File: config.mk
export PLATFORM = sky130hd
export DESIGN_NAME = inverted_serial_sensor_packet_rx
export DESIGN_NICKNAME = d
export VERILOG_FILES = /design/src/sv/isspr_pkg.sv /design/src/sv/isspr_frame.sv /design/src/sv/isspr_skid.sv /design/src/sv/inverted_serial_sensor_packet_rx.sv
export SDC_FILE = /design/constraint.sdc
export NUM_CORES = 1
export LEC_CHECK = 0
export BUFFER_PORTS_ARGS = -buffer_cell sky130_fd_sc_hd__buf_4
export CAP_MARGIN = 5
export CORE_MARGIN = 5
export CORE_UTILIZATION = 65
export CTS_CLUSTER_SIZE = 16
export DETAILED_ROUTE_END_ITERATION = 6
export PLACE_DENSITY = 0.95
export SLEW_MARGIN = 10
export SYNTH_ARGS = -nofsm -noshare
export SYNTH_HDL_FRONTEND = slang
export SYNTH_SLANG_ARGS = --single-unit
File: constraint.sdc
create_clock -name clock -period 16.1 [get_ports clock]
set_input_delay 0.805 -clock clock [delete_from_list [all_inputs] [get_ports clock]]
set_output_delay 0.805 -clock clock [all_outputs]
set_load 0.01 [all_outputs]
File: src/sv/isspr_pkg.sv
// Shared types and constants of the inverted serial sensor packet receiver.
// Used by isspr_frame, isspr_skid and the top level; depends on nothing.
package isspr_pkg;

   // Packet layout
   localparam int PACKET_BYTES = 17;
   localparam int SENSOR_COUNT = 8;
   localparam int PAIR_BYTES   = 2 * SENSOR_COUNT;

   // Field and state widths
   localparam int TICK_W  = 20;
   localparam int BIT_W   = 4;
   localparam int POS_W   = 5;
   localparam int PAIR_W  = POS_W - 1;
   localparam int INDEX_W = 3;
   localparam int RAW_W   = 12;
   localparam int CSR_W   = 20;
   localparam int ADDR_W  = 2;

   localparam logic [TICK_W-1:0] TICK_MAX   = '1;
   localparam logic [BIT_W-1:0]  DATA_BITS  = 4'd8;
   localparam logic [BIT_W-1:0]  FIRST_STOP = 4'd8;

   // Register indexes of the configuration port
   localparam logic [ADDR_W-1:0] CSR_BIT_PERIOD   = 2'd0;
   localparam logic [ADDR_W-1:0] CSR_FIRST_SAMPLE = 2'd1;
   localparam logic [ADDR_W-1:0] CSR_START_TMO    = 2'd2;

   // Register reset values
   localparam logic [15:0]       BIT_PERIOD_RST   = 16'd52;
   localparam logic [15:0]       FIRST_SAMPLE_RST = 16'd52;
   localparam logic [TICK_W-1:0] START_TMO_RST    = 20'd1000;

   typedef enum logic [1:0] {
      PH_IDLE,
      PH_HUNT,
      PH_BITS
   } phase_type;

   typedef struct packed {
      logic [15:0]       bit_period;
      logic [15:0]       first_sample;
      logic [TICK_W-1:0] start_tmo;
   } cfg_type;

   typedef struct packed {
      logic               last_of_packet;
      logic               start_timed_out;
      logic               framing_error;
      logic [RAW_W-1:0]   reading;
      logic [INDEX_W-1:0] sensor_id;
   } result_type;

endpackage

File: src/sv/isspr_frame.sv
// Byte framing, packet position and sensor pair assembly, one tick per cycle while accept is high.
// Depends on isspr_pkg.
module isspr_frame (
   input  logic                 clock,
   input  logic                 reset,
   input  logic                 accept,
   input  logic                 line_level,
   input  logic                 begin_packet,
   input  isspr_pkg::cfg_type   cfg,
   output logic                 res_valid,
   output isspr_pkg::result_type res
);

   isspr_pkg::phase_type             phase_ff, phase_in, eff_phase;
   logic [isspr_pkg::TICK_W-1:0]     tick_ff, tick_in, eff_tick, tick_inc, tick_sat, limit;
   logic [isspr_pkg::BIT_W-1:0]      bit_ff, bit_in, eff_bit;
   logic [7:0]                       shift_ff, shift_in, eff_shift;
   logic [isspr_pkg::POS_W-1:0]      pos_ff, pos_in, eff_pos, pos_next;
   logic [7:0]                       held_ff, held_in;
   logic                             pf_ff, pf_in, eff_pf, pf_cur;
   logic                             pt_ff, pt_in, eff_pt, pt_cur;
   logic                             done;
   logic [7:0]                       byte_value;
   logic [isspr_pkg::PAIR_W-1:0]     pair;
   logic                             in_pairs;

   // Begin strobe wipes the packet context before the tick is looked at
   always_comb begin
      eff_phase = begin_packet ? isspr_pkg::PH_HUNT : phase_ff;
      eff_tick  = begin_packet ? '0 : tick_ff;
      eff_bit   = begin_packet ? '0 : bit_ff;
      eff_shift = begin_packet ? '0 : shift_ff;
      eff_pos   = begin_packet ? '0 : pos_ff;
      eff_pf    = begin_packet ? 1'b0 : pf_ff;
      eff_pt    = begin_packet ? 1'b0 : pt_ff;
      tick_inc  = eff_tick + 1'b1;
      tick_sat  = (eff_tick == isspr_pkg::TICK_MAX) ? eff_tick : tick_inc;
      limit     = (eff_bit == '0) ? {4'd0, cfg.first_sample} : {4'd0, cfg.bit_period};
      pos_next  = eff_pos + 1'b1;
      pair      = eff_pos[isspr_pkg::POS_W-1:1];
      in_pairs  = {1'b0, eff_pos} < 6'(isspr_pkg::PAIR_BYTES);
   end

   // Next phase
   always_comb begin
      phase_in = eff_phase;
      case (eff_phase)
         isspr_pkg::PH_HUNT: begin
            if (line_level) begin
               phase_in = isspr_pkg::PH_BITS;
            end
         end
         isspr_pkg::PH_BITS: ;
         default: phase_in = isspr_pkg::PH_IDLE;
      endcase
      if (done) begin
         phase_in = ({1'b0, pos_next} >= 6'(isspr_pkg::PACKET_BYTES)) ?
                    isspr_pkg::PH_IDLE : isspr_pkg::PH_HUNT;
      end
   end

   // Tick counting, bit sampling and byte completion
   always_comb begin
      tick_in    = eff_tick;
      bit_in     = eff_bit;
      shift_in   = eff_shift;
      pf_cur     = eff_pf;
      pt_cur     = eff_pt;
      done       = 1'b0;
      byte_value = eff_shift;
      case (eff_phase)
         isspr_pkg::PH_HUNT: begin
            if (line_level) begin
               tick_in  = '0;
               bit_in   = '0;
               shift_in = '0;
            end else if (tick_inc >= cfg.start_tmo) begin
               pt_cur     = 1'b1;
               done       = 1'b1;
               byte_value = '0;
            end else begin
               tick_in = tick_inc;
            end
         end
         isspr_pkg::PH_BITS: begin
            if (tick_sat < limit) begin
               tick_in = tick_sat;
            end else begin
               tick_in = '0;
               if (eff_bit < isspr_pkg::DATA_BITS) begin
                  // low line is a one
                  shift_in[eff_bit[2:0]] = eff_shift[eff_bit[2:0]] | ~line_level;
                  bit_in = eff_bit + 1'b1;
               end else begin
                  pf_cur = eff_pf | line_level;
                  if (eff_bit == isspr_pkg::FIRST_STOP) begin
                     bit_in = eff_bit + 1'b1;
                  end else begin
                     done = 1'b1;
                  end
               end
            end
         end
         default: ;
      endcase
   end

   // Pair assembly and result
   always_comb begin
      held_in   = held_ff;
      pos_in    = eff_pos;
      pf_in     = pf_cur;
      pt_in     = pt_cur;
      res_valid = 1'b0;
      res.sensor_id       = pair[isspr_pkg::INDEX_W-1:0];
      res.reading         = {byte_value[3:0], held_ff};
      res.framing_error   = pf_cur;
      res.start_timed_out = pt_cur;
      res.last_of_packet  = (pair == isspr_pkg::PAIR_W'(isspr_pkg::SENSOR_COUNT - 1)) ||
                            (({1'b0, eff_pos} + 6'd2) >= 6'(isspr_pkg::PACKET_BYTES));
      if (done) begin
         pos_in = pos_next;
         if (in_pairs && !eff_pos[0]) begin
            held_in = byte_value;
         end else begin
            pf_in     = 1'b0;
            pt_in     = 1'b0;
            res_valid = accept && in_pairs;
         end
      end
   end

   always_ff @(posedge clock) begin
      if (reset) begin
         phase_ff <= isspr_pkg::PH_IDLE;
         tick_ff  <= '0;
         bit_ff   <= '0;
         shift_ff <= '0;
         pos_ff   <= '0;
         pf_ff    <= 1'b0;
         pt_ff    <= 1'b0;
      end else if (accept) begin
         phase_ff <= phase_in;
         tick_ff  <= done ? '0 : tick_in;
         bit_ff   <= done ? '0 : bit_in;
         shift_ff <= done ? '0 : shift_in;
         pos_ff   <= pos_in;
         pf_ff    <= pf_in;
         pt_ff    <= pt_in;
      end
   end

   always_ff @(posedge clock) begin
      if (accept) begin
         held_ff <= held_in;
      end
   end

endmodule

File: src/sv/isspr_skid.sv
// Result register with one skid entry behind it.
// Depends on isspr_pkg.
module isspr_skid (
   input  logic                  clock,
   input  logic                  reset,
   input  logic                  in_valid,
   input  isspr_pkg::result_type in_data,
   output logic                  in_ready,
   output logic                  out_valid,
   output isspr_pkg::result_type out_data,
   input  logic                  out_ready
);

   logic                  main_valid_ff, main_valid_in;
   logic                  skid_valid_ff, skid_valid_in;
   isspr_pkg::result_type main_ff, main_in, skid_ff, skid_in;

   always_comb begin
      main_valid_in = main_valid_ff;
      main_in       = main_ff;
      skid_valid_in = skid_valid_ff;
      skid_in       = skid_ff;
      if (!main_valid_ff || out_ready) begin
         // advance: skid entry first, it is older
         main_valid_in = skid_valid_ff | in_valid;
         main_in       = skid_valid_ff ? skid_ff : in_data;
         skid_valid_in = 1'b0;
      end else if (in_valid) begin
         skid_valid_in = 1'b1;
         skid_in       = in_data;
      end
   end

   always_ff @(posedge clock) begin
      if (reset) begin
         main_valid_ff <= 1'b0;
         skid_valid_ff <= 1'b0;
      end else begin
         main_valid_ff <= main_valid_in;
         skid_valid_ff <= skid_valid_in;
      end
   end

   always_ff @(posedge clock) begin
      main_ff <= main_in;
      skid_ff <= skid_in;
   end

   assign in_ready  = !skid_valid_ff;
   assign out_valid = main_valid_ff;
   assign out_data  = main_ff;

endmodule

File: src/sv/inverted_serial_sensor_packet_rx.sv
// Top level of the inverted serial sensor packet receiver.
// Depends on isspr_pkg, isspr_frame and isspr_skid.
//
//   channel | direction | words                                  | handshake
//   req     | in        | one line tick: level + begin strobe    | tvalid/tready
//   rsp     | out       | one sensor value with flags            | tvalid/tready
//   csr     | in        | register write, index + data           | csr_we only
//
// Cycles: one tick word is taken every cycle while req_tready is high; a sensor
// value enters the result or skid register on the tick closing its high byte.
// Stalls: a result register and one skid entry sit on rsp; req_tready drops only
// while both hold a value, and rises again as soon as rsp takes one.
// Reset: synchronous, active high; it returns the receiver to idle and loads the
// register defaults (bit period 52, first sample 52, start timeout 1000).
module inverted_serial_sensor_packet_rx (
   input  logic        clock,
   input  logic        reset,
   // tick channel
   input  logic        req_tvalid,
   output logic        req_tready,
   input  logic [7:0]  req_tdata,   // [0] line_level, [7:1] zero
   input  logic        req_tuser,   // [0] begin_packet
   // sensor value channel
   output logic        rsp_tvalid,
   input  logic        rsp_tready,
   output logic [15:0] rsp_tdata,   // [2:0] sensor_id, [14:3] reading, [15] zero
   output logic [1:0]  rsp_tuser,   // [0] framing_error, [1] start_timed_out
   output logic        rsp_tlast,   // last_of_packet
   // configuration writes
   input  logic        csr_we,
   input  logic [isspr_pkg::ADDR_W-1:0] csr_addr,
   input  logic [isspr_pkg::CSR_W-1:0]  csr_wdata
);

   isspr_pkg::cfg_type    cfg_ff, cfg_in;
   isspr_pkg::result_type res, rsp_word;
   logic                  res_valid;
   logic                  req_accept;

   // Register file: drop writes to unknown indexes
   always_comb begin
      cfg_in = cfg_ff;
      if (csr_we) begin
         case (csr_addr)
            isspr_pkg::CSR_BIT_PERIOD:   cfg_in.bit_period   = csr_wdata[15:0];
            isspr_pkg::CSR_FIRST_SAMPLE: cfg_in.first_sample = csr_wdata[15:0];
            isspr_pkg::CSR_START_TMO:    cfg_in.start_tmo    = csr_wdata;
            default: ;
         endcase
      end
   end

   always_ff @(posedge clock) begin
      if (reset) begin
         cfg_ff.bit_period   <= isspr_pkg::BIT_PERIOD_RST;
         cfg_ff.first_sample <= isspr_pkg::FIRST_SAMPLE_RST;
         cfg_ff.start_tmo    <= isspr_pkg::START_TMO_RST;
      end else begin
         cfg_ff <= cfg_in;
      end
   end

   assign req_accept = req_tvalid && req_tready;

   // Byte framing and pair assembly: state advances on every accepted tick
   isspr_frame u_frame (
      .clock        (clock),
      .reset        (reset),
      .accept       (req_accept),
      .line_level   (req_tdata[0]),
      .begin_packet (req_tuser),
      .cfg          (cfg_ff),
      .res_valid    (res_valid),
      .res          (res)
   );

   // Hold results until rsp takes them
   isspr_skid u_skid (
      .clock     (clock),
      .reset     (reset),
      .in_valid  (res_valid),
      .in_data   (res),
      .in_ready  (req_tready),
      .out_valid (rsp_tvalid),
      .out_data  (rsp_word),
      .out_ready (rsp_tready)
   );

   assign rsp_tdata = {1'b0, rsp_word.reading, rsp_word.sensor_id};
   assign rsp_tuser = {rsp_word.start_timed_out, rsp_word.framing_error};
   assign rsp_tlast = rsp_word.last_of_packet;

   // A result only comes from a tick that was taken
   a_res_from_tick: assert property (@(posedge clock) disable iff (reset)
      res_valid |-> req_accept)
      else $error("result produced without an accepted tick");

   // Backpressure on req only while the result register is full
   a_stall_needs_rsp: assert property (@(posedge clock) disable iff (reset)
      !req_tready |-> rsp_tvalid)
      else $error("req stalled with empty result register");

   // The packet holds every pair, so the last value is the top sensor
   a_last_index: assert property (@(posedge clock) disable iff (reset)
      (rsp_tvalid && rsp_tlast) |->
         (rsp_tdata[2:0] == isspr_pkg::INDEX_W'(isspr_pkg::SENSOR_COUNT - 1)))
      else $error("last_of_packet on a sensor other than the final one");

endmodule

==> metrics.txt, run 1 <==
# Max-Cap Violations=0; dpl cell area=8065 um2; input/output buffers=48; vias=6701; post-synthesis register bit count=approximately 140; Clock Skew=slightly below 0.009 ns; Worst-Margin Slew=between 1 and 1.5 ns; Max Freq=148.5 MHz; first-pass GRT wire length=32.24 mm; DR WL/cell=18.50 um; P&R area growth vs syn=12.57%; top-count cell post-synth=nand2_1; clock tree sinks=~140; Async S/R FF share, synth=0; Post-synth top cells=nand2_1 (143), dfxtp_1 (95), a21oi_1 (63); top cell type's share of synthesized area=0.2474; starting density of the core=0.6674; remaining antenna violation count=0; fin crit share=0.4182; number of synthesis warnings=0; grt ovf=0; die height=118.7 um; Worst Path Arrival=6.86 ns; hold-fix buffers at CTS=0; Peak VDD IR=0.09036 mV; Antenna diodes=0; Design Power=0.8062 mW; fraction of layout cells with a size suffix above 1=0.1365; placeable core region=11520 um2; antenna violations before repair=0; Post-route DRC=0; Post-DP HPWL=13.00 mm; largest net degree at the start of global routing=71; Netlist cell types=74; Post-synth EDFFs=44; htree depth=4; CP Max Fanout=64; Min Clock Period, post-route=approximately 6.7 ns; Power Density=93.18 nW/um2; top_reg_cell synth=dfxtp_1; setup violators final=0; clock latency at the later pin of the worst-skew pair=0.43 ns; cts repair resizes=0; post-CTS setup buffers=0; die width=118.7 um; Synth Area per Inst=8.917 um2; Leak=3.458 nW; clk buf depth=2; FP Rows=39; vias in the first global route=6557; Finished Cell Area=8652 um2; biggest area consumer among synthesized cells=dfxtp_1; GRT Total Usage=0.2801; die area=between 10000 and 15000 um2; RSZ-0062 raised after global routing=false; CTS Buf Count=17; sequential share of the synthesized area=0.4193; root buf cell=clkbuf_16; final worst setup slack=between 9 and 10 ns; Slew Limit Fails=0; relative slew slack=0.3110; CP Launch Type=input port; Post-Route WL=19.32 mm; IO Count=57; Crit Path Category=in -> reg; Vias/cell=approximately 6.4; nets@finish=968; final setup TNS=0 ns; crit path capture type=register; CTS tree=built; Post-Syn Instances=roughly 860; hold crit path type=reg -> reg; GP Congestion=0.9545; clk slew on worst S/H paths=approximately 0.06 ns; Hold Violations, Final=0; drt first-iter violations=687; worst path required time=~16 ns; synth top area cells=dfxtp_1 (25%), edfxtp_1 (17%), ha_1 (7.2%); status=complete, no violations; post-synthesis cell area=7686 um2; syn_nets=942; dpl ws=about 9.1 ns; 1st-pass router iterations=5
==> logic make-up (layout without fill, tap and decap cells) <==
kind of cell	count (synthesis)	count (layout)	synth area share
compound gates	203	203	0.1753
xor+xnor	19	19	0.02165
fa+ha+maj	44	44	0.07163
buf+inv	86	125	0.04558
flops	139	139	0.4193
mux	37	37	0.05404
other cells	1	1	0.0004879
simple gates	333	333	0.2119
==> cell type report <==
class                           count  area, um2
Fill cell                         745       2864
Tap cell                          143      178.9
Multi-Input combinational cell    637       4119
Clock buffer                       18      429.2
Inverter                           41      153.9
Timing Repair Buffer               52      390.4
Sequential cell                   139       3223
Clock inverter                     14      157.7
==> stage by stage <==
step | hold WS (ns) | util | cells
5_1_grt | 0.4655 | 0.7513 | 1044
3_3_place_gp | 0.4276 | 0.7003 | 1012
3_5_place_dp | 0.4333 | 0.7003 | 1012
4_1_cts | 0.4548 | 0.7513 | 1044
2_1_floorplan | 0.4222 | - | 862
6_report | 0.4548 | 0.7513 | 1044
==> worst max-delay path, cell delays in order <==
cell      delay [ns]
buf_4           0.29
nor2b_1         0.40
ha_1            0.35
inv_1           0.17
nor4_1          0.81
nand4_1         0.26
or2_2           0.35
nand2_1         0.15
nand2b_1        0.14
ha_1            0.19
nand2_1         0.05
o21ai_0         0.33
nand2b_1        0.16
or3b_2          0.50
and3_1          0.30
o21ai_0         0.22
buf_4           0.21
nand2_1         0.11
nor4_2          0.65
buf_4           0.35
==> cells in the final DEF, fill, tap and decap left out, types with 8 or more instances in the layout <==
master | Yosys | layout
nand2b_1 | 15 | 15
nand4_1 | 12 | 12
nor3_1 | 18 | 18
mux2i_1 | 19 | 19
a21oi_1 | 63 | 63
inv_1 | 40 | 40
a211o_1 | 9 | 9
ha_1 | 44 | 44
a31oi_1 | 8 | 8
nand3b_1 | 11 | 11
nor2b_1 | 15 | 15
mux2_2 | 16 | 16
nand2_1 | 143 | 143
a21o_1 | 12 | 12
nor2_1 | 48 | 48
xnor2_1 | 11 | 11
nand3_1 | 22 | 22
clkbuf_16 | 0 | 17
dfxtp_1 | 95 | 95
o21ai_0 | 40 | 40
a22o_1 | 15 | 15
buf_4 | 1 | 52
xor2_1 | 8 | 8
edfxtp_1 | 44 | 44
==> final timing paths <==
kind / from / to / cells past startpoint / slack (ns)
hold reg to reg: u_frame.held_ff[1] / u_skid.skid_ff[4] / 0 / 0.45
hold / removal: u_frame.held_ff[1] / u_skid.skid_ff[4] / 0 / 0.45
setup / recovery: req_tuser / u_skid.skid_ff[8] / 20 / 9.37
setup reg to reg: u_frame.tick_ff[0] / u_skid.skid_ff[8] / 19 / 9.66
==> registers in the layout, summed over array words and instances, names as in the netlist, 2 cells and up <==
register          flops
cfg_ff               52
u_frame.bit_ff        4
u_frame.held_ff       8
u_frame.phase_ff      2
u_frame.pos_ff        5
u_frame.shift_ff      8
u_frame.tick_ff      20
u_skid.out_data      18
u_skid.skid_ff       18
==> where the power goes <==
part / leakage [nW] / switching (mW) / internal, mW
Combinational: 1.97 / 0.0320 / 0.0171
Sequential: 1.20 / 0.00260 / 0.364
Clock: 0.282 / 0.159 / 0.231
Total: 3.46 / 0.194 / 0.613
==> routing by layer <==
metal	vias up	share of wire	track usage
met3	82	0.074	0.05969
met1	3118	0.39	0.3378
met2	342	0.50	0.4789
met5	-	0	0
li1	3159	-	-
met4	0	0.037	0.1311
No activity file was read; power rests on OpenSTA's default activity.
==> run 2: changes to the inputs <==
--- a/config.mk
+++ b/config.mk
@@ -8,10 +8,10 @@
 export BUFFER_PORTS_ARGS = -buffer_cell sky130_fd_sc_hd__buf_4
 export CAP_MARGIN = 5
 export CORE_MARGIN = 5
-export CORE_UTILIZATION = 65
+export CORE_UTILIZATION = 61
 export CTS_CLUSTER_SIZE = 16
 export DETAILED_ROUTE_END_ITERATION = 6
-export PLACE_DENSITY = 0.95
+export PLACE_DENSITY = 0.92
 export SLEW_MARGIN = 10
 export SYNTH_ARGS = -nofsm -noshare
 export SYNTH_HDL_FRONTEND = slang
==> constraint.sdc (replaced) <==
create_clock -name clock -period 6.5 [get_ports clock]
set_input_delay 0.325 -clock clock [delete_from_list [all_inputs] [get_ports clock]]
set_output_delay 0.325 -clock clock [all_outputs]
set_load 0.01 [all_outputs]
==> run 2 against run 1 <==
  * Register-to-register slack worse by 8.7 ns
  * First-iteration DRC count fell by 11%
  * Sequential cell count did not move
  * Combinational power increased by 150%
  * Sequential power is 150% higher
  * Final cell count up 3.3%
  * Non-clock buffer count increased by 5
  * Critical path type is now reg -> reg
  * Critical endpoint is now u_frame.tick_ff[6]
==> metrics.txt, run 2 (synthesized netlist as in run 1, its figures left out) <==
Post-route DRC=0; Antenna diodes=0; root buf cell=clkbuf_16; CTS tree=built; Slew Limit Fails=0; WHS Endpoint=cfg_ff[5]; remaining antenna violation count=0; commonest non-fill, non-tap cell in the layout=nand2_1; post-CTS setup buffers=0; worst path required time=6.88 ns; hold-fix buffers at CTS=0; 1st-pass router iterations=5; fraction of layout cells with a size suffix above 1=0.1424; vias in the first global route=about 6400; Max Freq=181.2 MHz; Sw Share=0.2587; die height=122.3 um; fin crit share=0.8492; FP Rows=a little over 40; Worst Path Arrival=5.90 ns; R2R cell count=19; largest net degree at the start of global routing=71; setup violators final=0; hold_sp=csr_wdata[5]; final core occ=0.6981; critical path's largest stage delay=0.52 ns; largest registers=cfg_ff x52, u_frame.tick_ff x20; first-pass GRT wire length=approximately 31 mm; cell with the largest stage delay on the worst path=nor2_1; Post-Route WL=between 15 and 20 mm; Worst-Margin Slew=1.048 ns; Peak VDD IR=0.2280 mV; nets@finish=973; cts repair resizes=0; Clock Skew=0.008511 ns; Crit Path Category=reg -> reg; clock tree sinks=139; clk buf depth=2; Critical Path, Cell by Cell=nor2b_1 > ha_1 > inv_1 > nor4_1 > buf_4 > nand4_1 > or2_2 > nand2_1 > nand2b_1 > ha_1 > nand4_1 > nor3_1 > a221o_1 > a221oi_2 > nand3_2 > nor2_1 > a21oi_1 > nor2_2 > a221o_1; clock latency at the later pin of the worst-skew pair=roughly 0.44 ns; status=complete, no violations; starting density of the core=0.6166; clock share of power=0.473; Comb pwr share=0.062; reg2reg end=u_frame.tick_ff[6]; Leak=approximately 3.5 nW; Post-DP HPWL=~13 mm; Power Density=224.5 nW/um2; vias=6689; antenna violations before repair=0; CTS Buf Count=17; GRT Total Usage=0.2613; drt first-iter violations=613; Largest register FFs=52; grt ovf=0; DR WL/cell=17.55 um; IO Count=57; CP Max Fanout=9; crit path capture type=register; Vias/cell=6.205; R2R Path Start=u_frame.tick_ff[0]; input/output buffers=48; final setup TNS=0 ns; Hold Path Cell Cnt=2; die area=about 15000 um2; clk slew on worst S/H paths=0.07 ns; GP Congestion=0.9861; htree depth=4; Design Power=1.954 mW; Psw=roughly 0.51 mW; relative slew slack=0.3013; die width=approximately 120 um; largest reg by FF count=cfg_ff; Reg2Reg Setup Slack=0.98 ns; Hold Violations, Final=0; CP Launch Type=register; P&R area growth vs syn=13.22%; placeable core region=12470 um2; Seq pwr share=0.465; most frequent cells in the layout=nand2_1 (143), dfxtp_1 (95), a21oi_1 (63); RSZ-0062 raised after global routing=false; Min Clock Period, post-route=5.520 ns; cell internal pwr=1.448 mW; hold crit path type=in -> reg; # Max-Cap Violations=0
[run 2: changes by cell type in the layout (fill, tap and decap cells not counted)]
cell	change
buf_4	+5
inv_8	+4
bufinv_16	-2
clkinv_4	-2
clkinv_1	-1
clkinvlp_2	+1
clkinvlp_4	+1
inv_6	-1
nor4_2	-1
nor4_4	+1
[run 2: final cells by class]
| class | instances | area [um2] |
|---|---|---|
| multi-input cells | 637 | 4128 |
| clock inverters | 14 | 125.1 |
| fillers | 907 | 3764 |
| inverters | 41 | 153.9 |
| well taps | 172 | 215.2 |
| repair buffers | 57 | 427.9 |
| flip-flops and latches | 139 | 3223 |
| clock buffers | 18 | 429.2 |
[run 2: how the worst max path moves through the flow]
stage	end	depth (start not counted)	from
floorplan	u_skid.skid_ff[0]	22	req_tuser
global placement	u_skid.skid_ff[7]	21	req_tuser
detailed placement	u_frame.tick_ff[6]	17	req_tuser
CTS	u_frame.tick_ff[6]	19	u_frame.tick_ff[0]
global route	u_frame.tick_ff[6]	19	u_frame.tick_ff[0]
finish	u_frame.tick_ff[6]	19	u_frame.tick_ff[0]
[run 2: metal layers]
metal	vias up	track usage	wire [um]
met5	-	0	0
met4	0	0.1281	735
met3	72	0.05346	1272
met2	306	0.4366	9251
met1	3145	0.3227	7665
li1	3166	-	-
[run 2: worst max-delay path: cells and delay by family, from the launching register on]
| kind | cells | cell delay [ns] |
|---|---|---|
| simple gates | 11 | 2.91 |
| compound gates | 4 | 1.12 |
| fa+ha+maj | 2 | 0.59 |
| flops | 1 | 0.47 |
| buf+inv | 2 | 0.36 |
[run 2: power by group through the flow]
stage / Combinational (mW) / Clock, mW / Sequential (mW)
2_1_floorplan: 0.0785 / 0 / 0.926
3_3_place_gp: 0.113 / 0 / 0.927
3_5_place_dp: 0.116 / 0 / 0.928
4_1_cts: 0.118 / 0.927 / 0.909
5_1_grt: 0.132 / 0.973 / 0.910
6_report: 0.121 / 0.924 / 0.909
[run 2: through the flow]
stage / instances / hold WS (ns) / worst slack, ns / instance area (um2)
2_1_floorplan: 862 / 0.4222 / 0.4848 / 7692
3_3_place_gp: 1046 / 0.4245 / 1.139 / 8148
3_5_place_dp: 1046 / 0.4353 / 1.069 / 8148
4_1_cts: 1078 / 0.1039 / 1.127 / 8702
5_1_grt: 1078 / 0.1137 / 0.6688 / 8702
6_report: 1078 / 0.1130 / 0.9801 / 8702
